<file path="src/rtl/core/qfud_pkg.sv">
// Shared types, character codes and helper functions of the query-field decoder.
`default_nettype none

package qfud_pkg;

  localparam logic [7:0] CharPct   = 8'h25;
  localparam logic [7:0] CharZero  = 8'h30;
  localparam logic [7:0] CharUpD   = 8'h44;
  localparam logic [7:0] CharUpA   = 8'h41;
  localparam logic [7:0] CharPlus  = 8'h2B;
  localparam logic [7:0] CharAmp   = 8'h26;
  localparam logic [7:0] CharSpace = 8'h20;
  localparam logic [7:0] CharLf    = 8'h0A;

  localparam logic [1:0] KindByte    = 2'd0;
  localparam logic [1:0] KindFound   = 2'd1;
  localparam logic [1:0] KindMissing = 2'd2;

  localparam logic CfgKeyText   = 1'b0;
  localparam logic CfgKeyLength = 1'b1;

  typedef enum logic [2:0] {
    ScanSeek,
    ScanValue,
    ScanEsc1,
    ScanEsc2,
    ScanDone
  } scan_mode_e;

  typedef enum logic [2:0] {
    SeqIdle,
    SeqRead,
    SeqPop,
    SeqByte,
    SeqStatus
  } seq_state_e;

  typedef struct packed {
    logic       has_byte;
    logic [7:0] data;
    logic       found;
    logic       drop_queue;
  } scan_res_t;

  function automatic logic is_white(input logic [7:0] c);
    return (c == CharSpace) || (c >= 8'h09 && c <= 8'h0D);
  endfunction

  function automatic logic [3:0] hex_value(input logic [7:0] c);
    logic [3:0] v;
    v = 4'd0;
    if (c >= 8'h30 && c <= 8'h39) v = c[3:0];
    else if ((c >= 8'h41 && c <= 8'h46) || (c >= 8'h61 && c <= 8'h66)) v = c[3:0] + 4'd9;
    return v;
  endfunction

endpackage

`default_nettype wire

</file>
<file path="src/rtl/core/qfud_scan.sv">
// Key match and percent-decode scanner of the query-field decoder.
`default_nettype none

module qfud_scan #(
  parameter int KEY_BYTES = 8
) (
  input  wire logic                 clk_i,
  input  wire logic                 rst_ni,
  input  wire logic                 advance_i,
  input  wire logic [7:0]           char_byte_i,
  input  wire logic                 end_of_text_i,
  input  wire logic [63:0]          key_text_i,
  input  wire logic [3:0]           key_length_i,
  output qfud_pkg::scan_res_t       res_o
);

  qfud_pkg::scan_mode_e mode_q, mode_d;
  logic [KEY_BYTES:0]   match_q, match_d, match_next;
  logic [7:0]           esc_q, esc_d;
  logic [3:0]           key_len;
  logic                 key_hit;

  always_comb begin
    key_len = key_length_i;
    if (key_len == 4'd0) key_len = 4'd1;
    if (key_len > 4'(KEY_BYTES)) key_len = 4'(KEY_BYTES);
  end

  always_comb begin
    match_next = '0;
    key_hit    = 1'b0;
    for (int p = 0; p < KEY_BYTES; p++) begin
      if ((4'(p) < key_len) && match_q[p] && (key_text_i[8*p +: 8] == char_byte_i)) begin
        match_next[p+1] = 1'b1;
      end
    end
    if (char_byte_i == qfud_pkg::CharAmp) match_next[0] = 1'b1;
    for (int p = 1; p <= KEY_BYTES; p++) begin
      if (key_len == 4'(p)) key_hit = match_next[p];
    end
  end

  always_comb begin
    mode_d  = mode_q;
    match_d = match_q;
    esc_d   = esc_q;
    unique case (mode_q)
      qfud_pkg::ScanSeek: begin
        match_d = match_next;
        if (key_hit) mode_d = qfud_pkg::ScanValue;
      end
      qfud_pkg::ScanValue: begin
        if (char_byte_i == qfud_pkg::CharAmp) mode_d = qfud_pkg::ScanDone;
        else if (char_byte_i == qfud_pkg::CharPct) mode_d = qfud_pkg::ScanEsc1;
      end
      qfud_pkg::ScanEsc1: begin
        esc_d  = char_byte_i;
        mode_d = qfud_pkg::ScanEsc2;
      end
      qfud_pkg::ScanEsc2: mode_d = qfud_pkg::ScanValue;
      default:            mode_d = qfud_pkg::ScanDone;
    endcase
    if (end_of_text_i) begin
      mode_d  = qfud_pkg::ScanSeek;
      match_d = (KEY_BYTES+1)'(1);
      esc_d   = 8'd0;
    end
  end

  always_comb begin
    res_o = '{has_byte: 1'b0, data: 8'd0, found: 1'b1, drop_queue: 1'b0};
    unique case (mode_q)
      qfud_pkg::ScanSeek: res_o.found = key_hit;
      qfud_pkg::ScanValue: begin
        if (char_byte_i == qfud_pkg::CharAmp) begin
          res_o.drop_queue = 1'b1;
        end else if (char_byte_i == qfud_pkg::CharPlus) begin
          res_o.has_byte = 1'b1;
          res_o.data     = qfud_pkg::CharSpace;
        end else if (char_byte_i != qfud_pkg::CharPct) begin
          res_o.has_byte = 1'b1;
          res_o.data     = char_byte_i;
        end
      end
      qfud_pkg::ScanEsc2: begin
        if (esc_q == qfud_pkg::CharZero && char_byte_i == qfud_pkg::CharUpA) begin
          res_o.has_byte = 1'b1;
          res_o.data     = qfud_pkg::CharLf;
        end else if (!(esc_q == qfud_pkg::CharZero && char_byte_i == qfud_pkg::CharUpD)) begin
          res_o.has_byte = 1'b1;
          res_o.data     = {qfud_pkg::hex_value(esc_q), qfud_pkg::hex_value(char_byte_i)};
        end
      end
      default: res_o.found = 1'b1;
    endcase
  end

  always_ff @(posedge clk_i or negedge rst_ni) begin
    if (!rst_ni) begin
      mode_q  <= qfud_pkg::ScanSeek;
      match_q <= (KEY_BYTES+1)'(1);
      esc_q   <= 8'd0;
    end else if (advance_i) begin
      mode_q  <= mode_d;
      match_q <= match_d;
      esc_q   <= esc_d;
    end
  end

endmodule

`default_nettype wire

</file>
<file path="src/rtl/core/query_field_url_decoder.sv">
// Top level of the query-field URL decoder: whitespace queue memory and result sequencer.
// Takes a form-encoded query string one byte per request, finds the first field whose
// start matches the configured key (including '='), and returns its URL-decoded value
// byte by byte with trailing whitespace trimmed, then one status result with last set.
// A byte that yields a decoded byte holds off further requests until it is loaded into
// the output register. Held whitespace lives in a single-port-read queue memory with a
// registered read, so each held byte drained ahead of a non-space byte (or evicted when
// the queue fills) passes through a read state and then a pop state. A new request is
// taken while the last result still waits in the output register. Configure the key
// only between strings.
`default_nettype none

module query_field_url_decoder #(
  parameter int PENDING_DEPTH = 16,
  parameter int KEY_BYTES     = 8
) (
  input  wire logic        clk_i,
  input  wire logic        rst_ni,
  input  wire logic        cfg_we_i,
  input  wire logic        cfg_index_i,
  input  wire logic [63:0] cfg_data_i,
  input  wire logic        in_valid_i,
  output      logic        in_stall_o,
  input  wire logic [7:0]  char_byte_i,
  input  wire logic        end_of_text_i,
  output      logic        out_valid_o,
  input  wire logic        out_stall_i,
  output      logic [1:0]  kind_o,
  output      logic [7:0]  value_byte_o,
  output      logic        last_o
);

  localparam int PtrW = (PENDING_DEPTH > 1) ? $clog2(PENDING_DEPTH) : 1;
  localparam int CntW = $clog2(PENDING_DEPTH + 1);
  localparam int SumW = CntW + 1;
  localparam logic [PtrW-1:0] PtrLast = PtrW'(PENDING_DEPTH - 1);
  localparam logic [CntW-1:0] CntFull = CntW'(PENDING_DEPTH);

  logic [63:0] key_text_q;
  logic [3:0]  key_length_q;

  logic                  in_accept;
  qfud_pkg::scan_res_t   sres;
  qfud_pkg::seq_state_e  state_q, state_d;

  logic [7:0]      pend_mem [PENDING_DEPTH];
  logic [7:0]      rdata_q;
  logic [PtrW-1:0] head_q, head_d, tail;
  logic [CntW-1:0] count_q, count_d;
  logic [SumW-1:0] tail_sum;
  logic            mem_we, mem_re;

  logic       flush_all_q, flush_all_d;
  logic       end_q, end_d;
  logic       found_q, found_d;
  logic [7:0] byte_q, byte_d;
  logic       push_white, full_after;

  logic       out_free, out_load;
  logic [1:0] out_kind;
  logic [7:0] out_byte;
  logic       out_last;
  logic       out_valid_q;
  logic [1:0] kind_q;
  logic [7:0] value_q;
  logic       last_q;

  assign in_stall_o = (state_q != qfud_pkg::SeqIdle);
  assign in_accept  = in_valid_i && !in_stall_o;
  assign out_free   = !out_valid_q || !out_stall_i;

  always_ff @(posedge clk_i or negedge rst_ni) begin
    if (!rst_ni) begin
      key_text_q   <= 64'd0;
      key_length_q <= 4'd1;
    end else if (cfg_we_i) begin
      unique case (cfg_index_i)
        qfud_pkg::CfgKeyText:   key_text_q   <= cfg_data_i;
        qfud_pkg::CfgKeyLength: key_length_q <= cfg_data_i[3:0];
        default: ;
      endcase
    end
  end

  qfud_scan #(
    .KEY_BYTES(KEY_BYTES)
  ) u_scan (
    .clk_i        (clk_i),
    .rst_ni       (rst_ni),
    .advance_i    (in_accept),
    .char_byte_i  (char_byte_i),
    .end_of_text_i(end_of_text_i),
    .key_text_i   (key_text_q),
    .key_length_i (key_length_q),
    .res_o        (sres)
  );

  always_comb begin
    tail_sum = SumW'(head_q) + SumW'(count_q);
    if (tail_sum >= SumW'(PENDING_DEPTH)) tail_sum = tail_sum - SumW'(PENDING_DEPTH);
    tail = tail_sum[PtrW-1:0];
  end

  assign push_white = sres.has_byte && qfud_pkg::is_white(sres.data);
  assign full_after = (count_q + CntW'(1)) == CntFull;

  always_comb begin
    state_d = state_q;
    unique case (state_q)
      qfud_pkg::SeqIdle: begin
        if (in_accept) begin
          if (push_white && full_after) state_d = qfud_pkg::SeqRead;
          else if (sres.has_byte && !push_white && count_q != '0) state_d = qfud_pkg::SeqRead;
          else if (sres.has_byte && !push_white) state_d = qfud_pkg::SeqByte;
          else if (end_of_text_i) state_d = qfud_pkg::SeqStatus;
        end
      end
      qfud_pkg::SeqRead: state_d = qfud_pkg::SeqPop;
      qfud_pkg::SeqPop: begin
        if (out_free) begin
          if (flush_all_q && count_q > CntW'(1)) state_d = qfud_pkg::SeqRead;
          else if (flush_all_q) state_d = qfud_pkg::SeqByte;
          else if (end_q) state_d = qfud_pkg::SeqStatus;
          else state_d = qfud_pkg::SeqIdle;
        end
      end
      qfud_pkg::SeqByte: begin
        if (out_free) state_d = end_q ? qfud_pkg::SeqStatus : qfud_pkg::SeqIdle;
      end
      qfud_pkg::SeqStatus: begin
        if (out_free) state_d = qfud_pkg::SeqIdle;
      end
      default: state_d = qfud_pkg::SeqIdle;
    endcase
  end

  always_comb begin
    head_d      = head_q;
    count_d     = count_q;
    flush_all_d = flush_all_q;
    end_d       = end_q;
    found_d     = found_q;
    byte_d      = byte_q;
    mem_we      = 1'b0;
    mem_re      = 1'b0;
    out_load    = 1'b0;
    out_kind    = qfud_pkg::KindByte;
    out_byte    = 8'd0;
    out_last    = 1'b0;
    unique case (state_q)
      qfud_pkg::SeqIdle: begin
        if (in_accept) begin
          end_d       = end_of_text_i;
          found_d     = sres.found;
          byte_d      = sres.data;
          flush_all_d = sres.has_byte && !push_white;
          if (sres.drop_queue) begin
            head_d  = '0;
            count_d = '0;
          end else if (push_white) begin
            mem_we  = 1'b1;
            count_d = count_q + CntW'(1);
          end
        end
      end
      qfud_pkg::SeqRead: mem_re = 1'b1;
      qfud_pkg::SeqPop: begin
        if (out_free) begin
          out_load = 1'b1;
          out_byte = rdata_q;
          head_d   = (head_q == PtrLast) ? '0 : head_q + PtrW'(1);
          count_d  = count_q - CntW'(1);
        end
      end
      qfud_pkg::SeqByte: begin
        if (out_free) begin
          out_load = 1'b1;
          out_byte = byte_q;
        end
      end
      qfud_pkg::SeqStatus: begin
        if (out_free) begin
          out_load = 1'b1;
          out_kind = found_q ? qfud_pkg::KindFound : qfud_pkg::KindMissing;
          out_last = 1'b1;
          head_d   = '0;
          count_d  = '0;
        end
      end
      default: ;
    endcase
  end

  always_ff @(posedge clk_i) begin
    if (mem_we) pend_mem[tail] <= sres.data;
    if (mem_re) rdata_q <= pend_mem[head_q];
  end

  always_ff @(posedge clk_i or negedge rst_ni) begin
    if (!rst_ni) begin
      state_q     <= qfud_pkg::SeqIdle;
      head_q      <= '0;
      count_q     <= '0;
      flush_all_q <= 1'b0;
      end_q       <= 1'b0;
      found_q     <= 1'b0;
      out_valid_q <= 1'b0;
    end else begin
      state_q     <= state_d;
      head_q      <= head_d;
      count_q     <= count_d;
      flush_all_q <= flush_all_d;
      end_q       <= end_d;
      found_q     <= found_d;
      if (out_load) out_valid_q <= 1'b1;
      else if (!out_stall_i) out_valid_q <= 1'b0;
    end
  end

  always_ff @(posedge clk_i) begin
    byte_q <= byte_d;
    if (out_load) begin
      kind_q  <= out_kind;
      value_q <= out_byte;
      last_q  <= out_last;
    end
  end

  assign out_valid_o  = out_valid_q;
  assign kind_o       = kind_q;
  assign value_byte_o = value_q;
  assign last_o       = last_q;

endmodule

`default_nettype wire

</file>
<file path="config.mk">
export PLATFORM = sky130hd
export DESIGN_NAME = query_field_url_decoder
export DESIGN_NICKNAME = d
export VERILOG_FILES = /design/src/rtl/core/qfud_pkg.sv /design/src/rtl/core/qfud_scan.sv /design/src/rtl/core/query_field_url_decoder.sv
export SDC_FILE = /design/constraint.sdc
export NUM_CORES = 1
export LEC_CHECK = 0
export BUFFER_PORTS_ARGS = -buffer_cell sky130_fd_sc_hd__buf_4
export CORE_MARGIN = 4
export CORE_UTILIZATION = 54
export CTS_CLUSTER_SIZE = 14
export DETAILED_ROUTE_END_ITERATION = 6
export PLACE_DENSITY = 0.81
export SYNTH_ARGS = -nofsm -noshare
export SYNTH_HDL_FRONTEND = slang
export SYNTH_HIERARCHICAL = 1
export SYNTH_SLANG_ARGS = --single-unit
</file>
<file path="constraint.sdc">
create_clock -name clk_i -period 3.35 [get_ports clk_i]
set_input_delay 0.1675 -clock clk_i [delete_from_list [all_inputs] [get_ports clk_i]]
set_output_delay 0.1675 -clock clk_i [all_outputs]
set_load 0.02 [all_outputs]
</file>
==> results of run 1 <==
==> cell usage after synthesis, types with 3 or more instances <==
| cell type | count | area, µm² |
|---|---|---|
| edfxtp_1 | 155 | 4654 |
| dfrtp_1 | 101 | 2527 |
| mux2_2 | 80 | 900.9 |
| nand2_1 | 70 | 262.8 |
| xor2_1 | 46 | 402.9 |
| nor2_1 | 42 | 157.7 |
| o21ai_0 | 39 | 195.2 |
| mux2i_1 | 33 | 330.3 |
| clkbuf_1 | 32 | 120.1 |
| xnor2_1 | 29 | 254.0 |
| a21oi_1 | 24 | 120.1 |
| ha_1 | 16 | 200.2 |
| inv_1 | 16 | 60.06 |
| mux4_2 | 16 | 360.4 |
| nand3_1 | 16 | 80.08 |
| o21ai_1 | 16 | 80.08 |
| nor3_1 | 15 | 75.07 |
| nor2b_1 | 12 | 75.07 |
| a22oi_1 | 10 | 75.07 |
| buf_2 | 10 | 50.05 |
| nand2b_1 | 10 | 62.56 |
| nor4_1 | 10 | 62.56 |
| nor3b_1 | 9 | 67.56 |
| a221oi_1 | 8 | 70.07 |
| nand4_1 | 8 | 50.05 |
| buf_1 | 6 | 22.52 |
| o31ai_1 | 6 | 45.04 |
| a21o_1 | 4 | 30.03 |
| a22o_1 | 4 | 35.03 |
| a31oi_1 | 4 | 25.02 |
| nand3b_1 | 4 | 30.03 |
| a211oi_1 | 3 | 22.52 |
| and2_1 | 3 | 18.77 |
| and3_1 | 3 | 18.77 |
| o211ai_1 | 3 | 22.52 |
==> layout by cell type, fill, tap and decap left out, types with 4 or more instances in the layout <==
master         netlist  final
a21o_1               4      4
a21oi_1             24     23
a221oi_1             8      8
a22o_1               4      4
a22oi_1             10     10
a31oi_1              4      4
buf_4                0    157
clkbuf_1            32      7
clkbuf_16            0     27
clkinv_2             0      4
dfrtp_1            101    100
dlygate4sd3_1        0     66
edfxtp_1           155    155
ha_1                16     15
inv_1               16     15
mux2_2              80     80
mux2i_1             33     32
mux4_2              16     16
nand2_1             70     70
nand2b_1            10     10
nand3_1             16     16
nand3b_1             4      4
nand4_1              8      8
nor2_1              42     26
nor2_2               0     16
nor2b_1             12      9
nor3_1              15     13
nor3b_1              9      8
nor4_1              10      9
o21ai_0             39     39
o21ai_1             16     10
o21ai_2              0      5
o31ai_1              6      6
xnor2_1             29     29
xor2_1              46     46
==> kinds of logic (layout without fill, tap and decap cells) <==
kind of cell,count (synthesis),after routing,synth area share
fa+ha+maj,17,17,0.01828
simple gates,220,220,0.09337
buf+inv,64,291,0.02098
mux,131,131,0.1340
xor+xnor,75,75,0.05453
compound gates,146,146,0.07832
flops,258,258,0.6005
==> critical path, cell delays in order, from the launching register on <==
cell	delay [ns]
dfrtp_1	0.40
buf_4	0.15
ha_1	0.21
nor2_1	0.12
o21ai_0	0.09
and2_1	0.24
mux2_2	0.26
nand2_1	0.08
o21ai_4	0.17
nor2b_2	0.20
mux2i_2	0.13
nor4_4	0.30
nand2_1	0.10
buf_4	0.18
nor2_2	0.10
buf_4	0.19
==> power groups by stage <==
stage | sequential, mW | clock (mW) | combinational, mW
floorplan | 4.08 | 0 | 1.37
global placement | 4.11 | 0 | 2.03
detailed placement | 4.13 | 0 | 2.09
CTS | 4.07 | 2.90 | 2.17
global route | 4.12 | 3.08 | 2.43
finish | 4.08 | 2.90 | 2.26
==> metrics by stage <==
| step | setup slack [ns] | hold WS [ns] | std cells |
|---|---|---|---|
| after floorplan | -0.02099 | -0.1281 | 911 |
| final | 0.1201 | 0.01538 | 1418 |
| after global placement | 0.08440 | 0.3332 | 1301 |
| after global routing | -0.05142 | 0.04225 | 1418 |
| after detailed placement | 0.003314 | 0.3370 | 1301 |
| after CTS | 0.01863 | 0.0004531 | 1418 |
==> flip-flops by register name, summed over array words and instances, names as in the netlist, 4 cells and up <==
name / flops
value_byte_o: 8
key_length_q: 4
byte_q: 8
u_scan/match_q: 8
pend_mem: 128
count_q: 5
key_text_q: 64
u_scan/esc_q: 8
head_q: 4
rdata_q: 8
==> area by class of cell <==
type                       count  area [µm²]  area share
inverter                      16       60.06    0.003981
clock inverter                15       130.1    0.008626
sequential                   258        7236      0.4797
clock buffer                  35       715.7     0.04745
timing repair buffer         225        1871      0.1240
tap                          280       350.3     0.02322
multi-input combinational    589        4722      0.3130
==> routing by layer <==
metal  share of wire  wire length [µm]  track usage
met1            0.37             11740       0.3216
met2            0.50             15840       0.4295
met3           0.085              2660      0.04894
met4           0.036              1141      0.08685
met5               0                 0            0
==> repair_timing <==
item / in CTS / in global routing
hold buffers: 66 / 0
endpoints found under the hold margin: 132 / 0
buffers inserted: 1 / 0
pin swaps: 1 / 5
gates resized for setup: 1 / 18
setup endpoints to repair: 95 / 136
==> worst min path at each step <==
stage                    from              end  slack [ns]  cells after the start
2_1_floorplan          rst_ni       count_q[0]       -0.13                      0
3_3_place_gp           rst_ni      flush_all_q        0.33                      1
3_5_place_dp           rst_ni      flush_all_q        0.34                      1
4_1_cts        char_byte_i[1]  u_scan/esc_q[1]      0.0005                      3
5_1_grt        char_byte_i[1]  u_scan/esc_q[1]        0.04                      3
6_report       char_byte_i[1]  u_scan/esc_q[1]        0.02                      3
==> results.cfg, run 1 <==
[flow_run]
cap_violations = 0

[yosys]
synth_nets = 1007
syn_area_mm2 = 0.01205
synth_edf_count = 155
synth_ff_type = edfxtp_1
ys_ff_latch = 258
async_flop_share = 0.3992
synth_area_per_cell_um2 = 13.22
syn_inst = 911
synth.yosys.seq_area_share = 0.6005
yosysWarnings = 6
ys_types = 70

[power]
pwr-share-seq = 0.442
p_sw_mw = 2.784
switching_share = 0.3013
p_int_mw = 6.455
power_density_mw_per_mm2 = 612.5
irDropWorstVdd_mv = 0.3594
finalPower_mw = 9.240
clkPwrFrac = 0.314
combinationalPowerShare = 0.244
p_leak_nw = 5.713

[clock_tree]
cts_tree = yes
clk_latency_ns = 0.54
cts_root_buf = clkbuf_16
htreeDepth = 1
clk_pin_slew_ns = 0.07
cts_buffers = 27
clockBufferDepth = 3
clkSinkCount = 258

[drt]
drc = 0
drtIter0Drc = 780
routed-via-count = 8552
wirelength_um = 31390
first_pass_iters = 5
vias_per_cell = 6.031
post_drt_wl_per_cell_um = 22.14
drtAntennaViolNets = 0

[sta]
timing.setup.tns_ns = 0
maxSlewViolCount = 0
finClkSkew_ns = 0.01636
setup_violations = 0
finalHoldViolCount = 0
period_needed_ns = 3.230
tightest_slew_ns = 1.032
slew_headroom = 0.3071
fmax_ghz = 0.3096
fin_crit_sh = 0.9641

[placed_design]
hpwl_um = 19860
placement.io_buffers = 91
placed_cell_area_mm2 = 0.01350
place.gp.congestion = 0.8509

[global_route]
grt-ovfl-total = 0
grt_pass1_vias = 8709
grt_max_degree = 67
grt_pass1_wl_um = 48130
antenna_found_initial = 0
track_usage = 0.2508

[outcome]
status = finished, final reports clean

[floorplan]
ios = 92
initial_core_util = 0.5503
dieArea_mm2 = 0.02476
die_h_um = 157.4
die_x_um = 157.4
rows = 54
core_area_mm2 = 0.02189

[min_path]
hold_class = in -> reg

[setup_path]
required_ns = 3.58
r2r_slack_ns = 0.12
r2r_cells = 15
crit_end = pend_mem[9][6]
startpoint = u_scan/esc_q[0]
timing.rr.start = u_scan/esc_q[0]
reg2reg_to = pend_mem[9][6]
crit_fanout = 8
cp-end-kind = register
arrival_ns = 3.46
path_class = reg -> reg
cp-start-kind = register

[cells_and_area]
diodes = 0
layout.nets = 1213
post-route-util = 0.6891
fill_cells = 1419
drive_gt1_frac = 0.3032
stdcell_area_mm2 = 0.01508
syn2layout_area_growth_pct = 25.22
Note: power is estimated with default switching activity, not from simulation.
==> inputs of run 2 (changes only) <==
Settings changed: CORE_UTILIZATION 54 to 55, PLACE_DENSITY 0.81 to 0.82, SYNTH_HIERARCHICAL 1 to default.
==> results.cfg, run 2 <==
[yosys]
synth_top_area_cell = edfxtp_1
synth-compound-area-share = 0.09227
ys_ff_latch = 258
synth_common_cells = edfxtp_1, dfrtp_1, mux2_2
syn_inst = 925
synth_ff_type = edfxtp_1
ys_types = 81
synth.most_common_cell = edfxtp_1
synth_area_per_cell_um2 = 13.24
synth_adder_area_share = 0.01798
synth_nets = 1021
synth_edf_count = 155
synth_top_area_frac = 0.3801
yosys-top-cells-area = edfxtp_1, dfrtp_1, mux2_2
synthXorXnorAreaFrac = 0.05150
synth_mux_area_frac = 0.1319
syn_area_mm2 = 0.01224
synth.yosys.seq_area_share = 0.5908
synth-simple-area-share = 0.09064
synth_top_family_by_area = multiplexers
async_flop_share = 0.3992
yosysWarnings = 0

[clock_tree]
cts_root_buf = clkbuf_16
clk_latency_ns = 0.55
cts_tree = yes
clkSinkCount = 258
clk_pin_slew_ns = 0.07
cts_buffers = 25
htreeDepth = 1
clockBufferDepth = 3

[drt]
first_pass_iters = 7
drc = 0
drtIter0Drc = 682
routed-via-count = 8507
vias_per_cell = 6.063
post_drt_wl_per_cell_um = 22.15
wirelength_um = 31080
drtAntennaViolNets = 0

[min_path]
hold_path_end = end_q
hold_start = in_valid_i
hold_class = in -> reg
whs_path_depth = 5

[cells_and_area]
multiInputGateArea_mm2 = 0.004878
syn2layout_area_growth_pct = 23.57
layout_common_cells = edfxtp_1, buf_4, dfrtp_1
layout_commonest_cell = edfxtp_1
diodes = 0
largest-register = pend_mem
fill_cells = 1401
drive_gt1_frac = 0.2805
final-seq-area_mm2 = 0.007237
reg_top3 = pend_mem: 128 flops, key_text_q: 64 flops
layout.nets = 1200
stdcell_area_mm2 = 0.01513
largest_reg_flops = 128

[sta]
timing.setup.tns_ns = 0
finClkSkew_ns = 0.02019
setup_violations = 0
tightest_slew_ns = 0.9901
hold-worst-slack_ns = 0.1076
fmax_ghz = 0.3134
fin_crit_sh = 0.9526
slew_headroom = 0.3399
period_needed_ns = 3.191
finalHoldViolCount = 0
maxSlewViolCount = 0

[setup_path]
crit_fanout = 8
required_ns = 3.62
arrival_ns = 3.46
cp-end-kind = register
reg2reg_to = pend_mem[12][6]
r2r_cells = 12
cp-start-kind = primary input
timing.rr.start = u_scan.mode_q[2]
r2r_slack_ns = 0.17
path_class = in -> reg

[floorplan]
rows = 54
die_h_um = 157.2
ios = 92
die_x_um = 157.2
core_area_mm2 = 0.02189
dieArea_mm2 = 0.02471
initial_core_util = 0.5593

[global_route]
track_usage = 0.2516
grt_pass1_vias = 8765
grt_max_degree = 75
antenna_found_initial = 0
grt_pass1_wl_um = 48410
grt-ovfl-total = 0

[placed_design]
placement.io_buffers = 91
placed_cell_area_mm2 = 0.01340
hpwl_um = 19580
place.gp.congestion = 0.9487

[power]
finalPower_mw = 9.902
power_density_mw_per_mm2 = 654.4
irDropWorstVdd_mv = 0.4137
p_leak_nw = 5.704

[outcome]
status = finished, final reports clean

[flow_run]
cap_violations = 0
-- run 2: worst max-delay path by stage --
stage,start,endpoint,slack [ns]
after global placement,char_byte_i[1],pend_mem[6][5],0.12
after global routing,char_byte_i[1],pend_mem[6][6],-0.002
after CTS,char_byte_i[1],pend_mem[7][3],0.01
after floorplan,char_byte_i[1],pend_mem[12][0],0.005
after detailed placement,char_byte_i[1],pend_mem[6][0],-0.06
final,char_byte_i[1],pend_mem[12][6],0.16
-- run 2: critical path, stage by stage --
cell	delay (ns)
dlygate4sd3_1	0.54
buf_4	0.19
inv_1	0.08
ha_1	0.22
o21bai_1	0.18
a21boi_2	0.13
or2_2	0.28
o32a_1	0.34
a211oi_2	0.27
mux2_4	0.20
o21a_4	0.15
nand4_1	0.12
buf_4	0.21
nor3_4	0.22
buf_12	0.15
-- run 2: logic make-up (layout without fill, tap and decap cells) --
family,count (synthesis),in the layout
DFF,258,258
and+or+nand+nor,215,215
AOI/OAI and AO/OA,164,164
muxes,130,130
xor gates and xnor gates,72,72
buffers and inverters,69,267
adders and majority gates,17,17
-- run 2: per-stage QoR --
stage	cells	setup slack, ns	util
3_5_place_dp	1281	-0.05716	0.6123
6_report	1403	0.1588	0.6912
3_3_place_gp	1281	0.1240	0.6123
5_1_grt	1403	-0.001558	0.6912
2_1_floorplan	925	0.005248	-
4_1_cts	1396	0.01295	0.6836
-- run 2: final cells by class --
class / instances / share of cell area
Sequential cell: 258 / 0.4783
Multi-Input combinational cell: 598 / 0.3224
Timing Repair Buffer: 204 / 0.1151
Clock buffer: 33 / 0.04465
Tap cell: 280 / 0.02315
Clock inverter: 13 / 0.01207
Inverter: 17 / 0.004300
-- run 2: power breakdown --
part           switching [mW]  leakage [nW]  total (mW)  internal (mW)
Sequential              0.277          2.71        4.13           3.85
Combinational            1.71          2.58        2.82           1.11
Clock                    1.22         0.415        2.96           1.74
Total                    3.20          5.70        9.90           6.70
-- run 2: timing repair --
action,in CTS,in global routing
resized for setup,2,17
pin swaps,0,6
endpoints found under the setup margin,8,129
buffers inserted,0,7
hold buffers,69,0
hold endpoints to repair,148,0
cloned,0,0
-- run 2: metal layers --
layer / GRT usage / routed length, µm / vias to the layer above
met5: 0 / 0 / -
met4: 0.1028 / 1195 / 0
li1: - / - / 3816
met2: 0.4374 / 16130 / 393
met3: 0.04097 / 2100 / 90
met1: 0.3154 / 11650 / 4208
==> inputs of run 3 (changes only) <==
Settings changed: CTS_BUF_LIST from default to sky130_fd_sc_hd__clkbuf_16.
==> results.cfg, run 3 (synthesis gave the netlist of run 2 again) <==
[setup_path]
startpoint = u_scan.mode_q[2]
required_ns = 3.53
cpPeakStageDelay_ns = 0.45
cp-start-kind = register
timing.rr.start = u_scan.mode_q[2]
cpMaxStageDelayCell = dfrtp_2
path_class = reg -> reg
crit_fanout = 8
cp-end-kind = register
worstPathCellList = nand2b_1 -> or2_0 -> a21oi_2 -> nand2_2 -> o32a_1 -> a211oi_2 -> mux2_4 -> o21a_2 -> nand4_1 -> buf_4 -> nor2_2
arrival_ns = 3.39

[global_route]
antenna_found_initial = 0
grt_pass1_vias = 8762
track_usage = 0.2499
grt-ovfl-total = 0
grt_pass1_wl_um = 48100
grt_max_degree = 75

[floorplan]
core_area_mm2 = 0.02189
ios = 92
initial_core_util = 0.5593
die_h_um = 157.2
dieArea_mm2 = 0.02471
die_x_um = 157.2
rows = 54

[sta]
timing.setup.tns_ns = 0
finalHoldViolCount = 0
tightest_slew_ns = 0.9686
setup_ws_ns = 0.1378
maxSlewViolCount = 0
hold-worst-slack_ns = 0.1034
fmax_ghz = 0.3113
setup_violations = 0
period_needed_ns = 3.212
fin_crit_sh = 0.9589
finClkSkew_ns = 0.02482
slew_headroom = 0.3543

[placed_design]
placement.io_buffers = 91
place_ws_ns = -0.05716
place.gp.congestion = 0.9487
hpwl_um = 19580

[power]
power_density_mw_per_mm2 = 651.8
p_leak_nw = 5.714
irDropWorstVdd_mv = 0.4594
finalPower_mw = 9.818

[clock_tree]
cts_buffers = 25
clk_latency_ns = 0.55
cts_tree = yes
cts_root_buf = clkbuf_16
clockBufferDepth = 3
clk_pin_slew_ns = 0.07
clkSinkCount = 258
htreeDepth = 1

[drt]
post_drt_wl_per_cell_um = 21.88
first_pass_iters = 5
routed-via-count = 8575
wirelength_um = 30700
drc = 0
vias_per_cell = 6.112
drtAntennaViolNets = 0
drtIter0Drc = 690

[cells_and_area]
fill_cells = 1408
syn2layout_area_growth_pct = 23.02
layout_common_cells = edfxtp_1, buf_4, dfrtp_1
layout.nets = 1200
layout_commonest_cell = edfxtp_1
drive_gt1_frac = 0.2752
largest-register = pend_mem
reg_top3 = pend_mem: 128 flops, key_text_q: 64 flops
diodes = 0
post-route-util = 0.6881
largest_reg_flops = 128

[flow_run]
cap_violations = 0

[min_path]
hold_class = in -> reg
hold_start = in_valid_i

[outcome]
status = finished, final reports clean
-- run 3: what timing repair did --
action	4_1_cts	5_1_grt
setup endpoints to repair	8	128
setup buffers	0	7
pin swaps	0	4
resized for setup	1	11
endpoints found under the hold margin	148	0
hold buffers	69	0
-- run 3: power breakdown --
part,total [mW],leakage [nW],internal (mW),switching (mW)
combinational,2.80,2.58,1.10,1.70
sequential,4.13,2.71,3.85,0.274
clock,2.89,0.429,1.67,1.22
total,9.82,5.71,6.63,3.19
-- run 3: metrics by stage --
step / cell area (µm²) / cells
floorplan: 12330 / 925
global placement: 13400 / 1281
detailed placement: 13400 / 1281
CTS: 14940 / 1396
global route: 15060 / 1403
finish: 15060 / 1403
-- run 3: final timing paths --
check / end / slack (ns) / cells past startpoint
max: pend_mem[11][3] / 0.14 / 11
min: end_q / 0.10 / 5
max reg2reg: pend_mem[11][3] / 0.14 / 11
min reg2reg: end_q / 0.50 / 2
max in group asynchronous: key_text_q[44] / 2.15 / 3
min in group asynchronous: count_q[3] / 0.29 / 2
-- run 3: routing by layer --
layer  share of wire  GRT usage  vias to the layer above
li1                -          -                     3833
met1            0.38     0.3158                     4221
met2            0.51     0.4287                      431
met3           0.067    0.04344                       90
met4           0.042     0.1036                        0
met5               0          0                        -
-- run 3: area by class of cell --
cell class                 count  area, µm²  area share
sequential                   258       7237      0.4804
clock inverter                21      212.7     0.01412
inverter                      17      65.06    0.004319
multi-input combinational    598       4843      0.3215
clock buffer                  25      625.6     0.04153
timing repair buffer         204       1729      0.1148
tap                          280      350.3     0.02326
-- run 3: critical path: cells and delay by family (launching register included) --
family	cells	cell delay [ns]
AND/OR/NAND/NOR	5	1.02
flip-flops	1	0.45
AO/OA/AOI/OAI	4	1.01
buffers and inverters	1	0.20
multiplexers	1	0.19
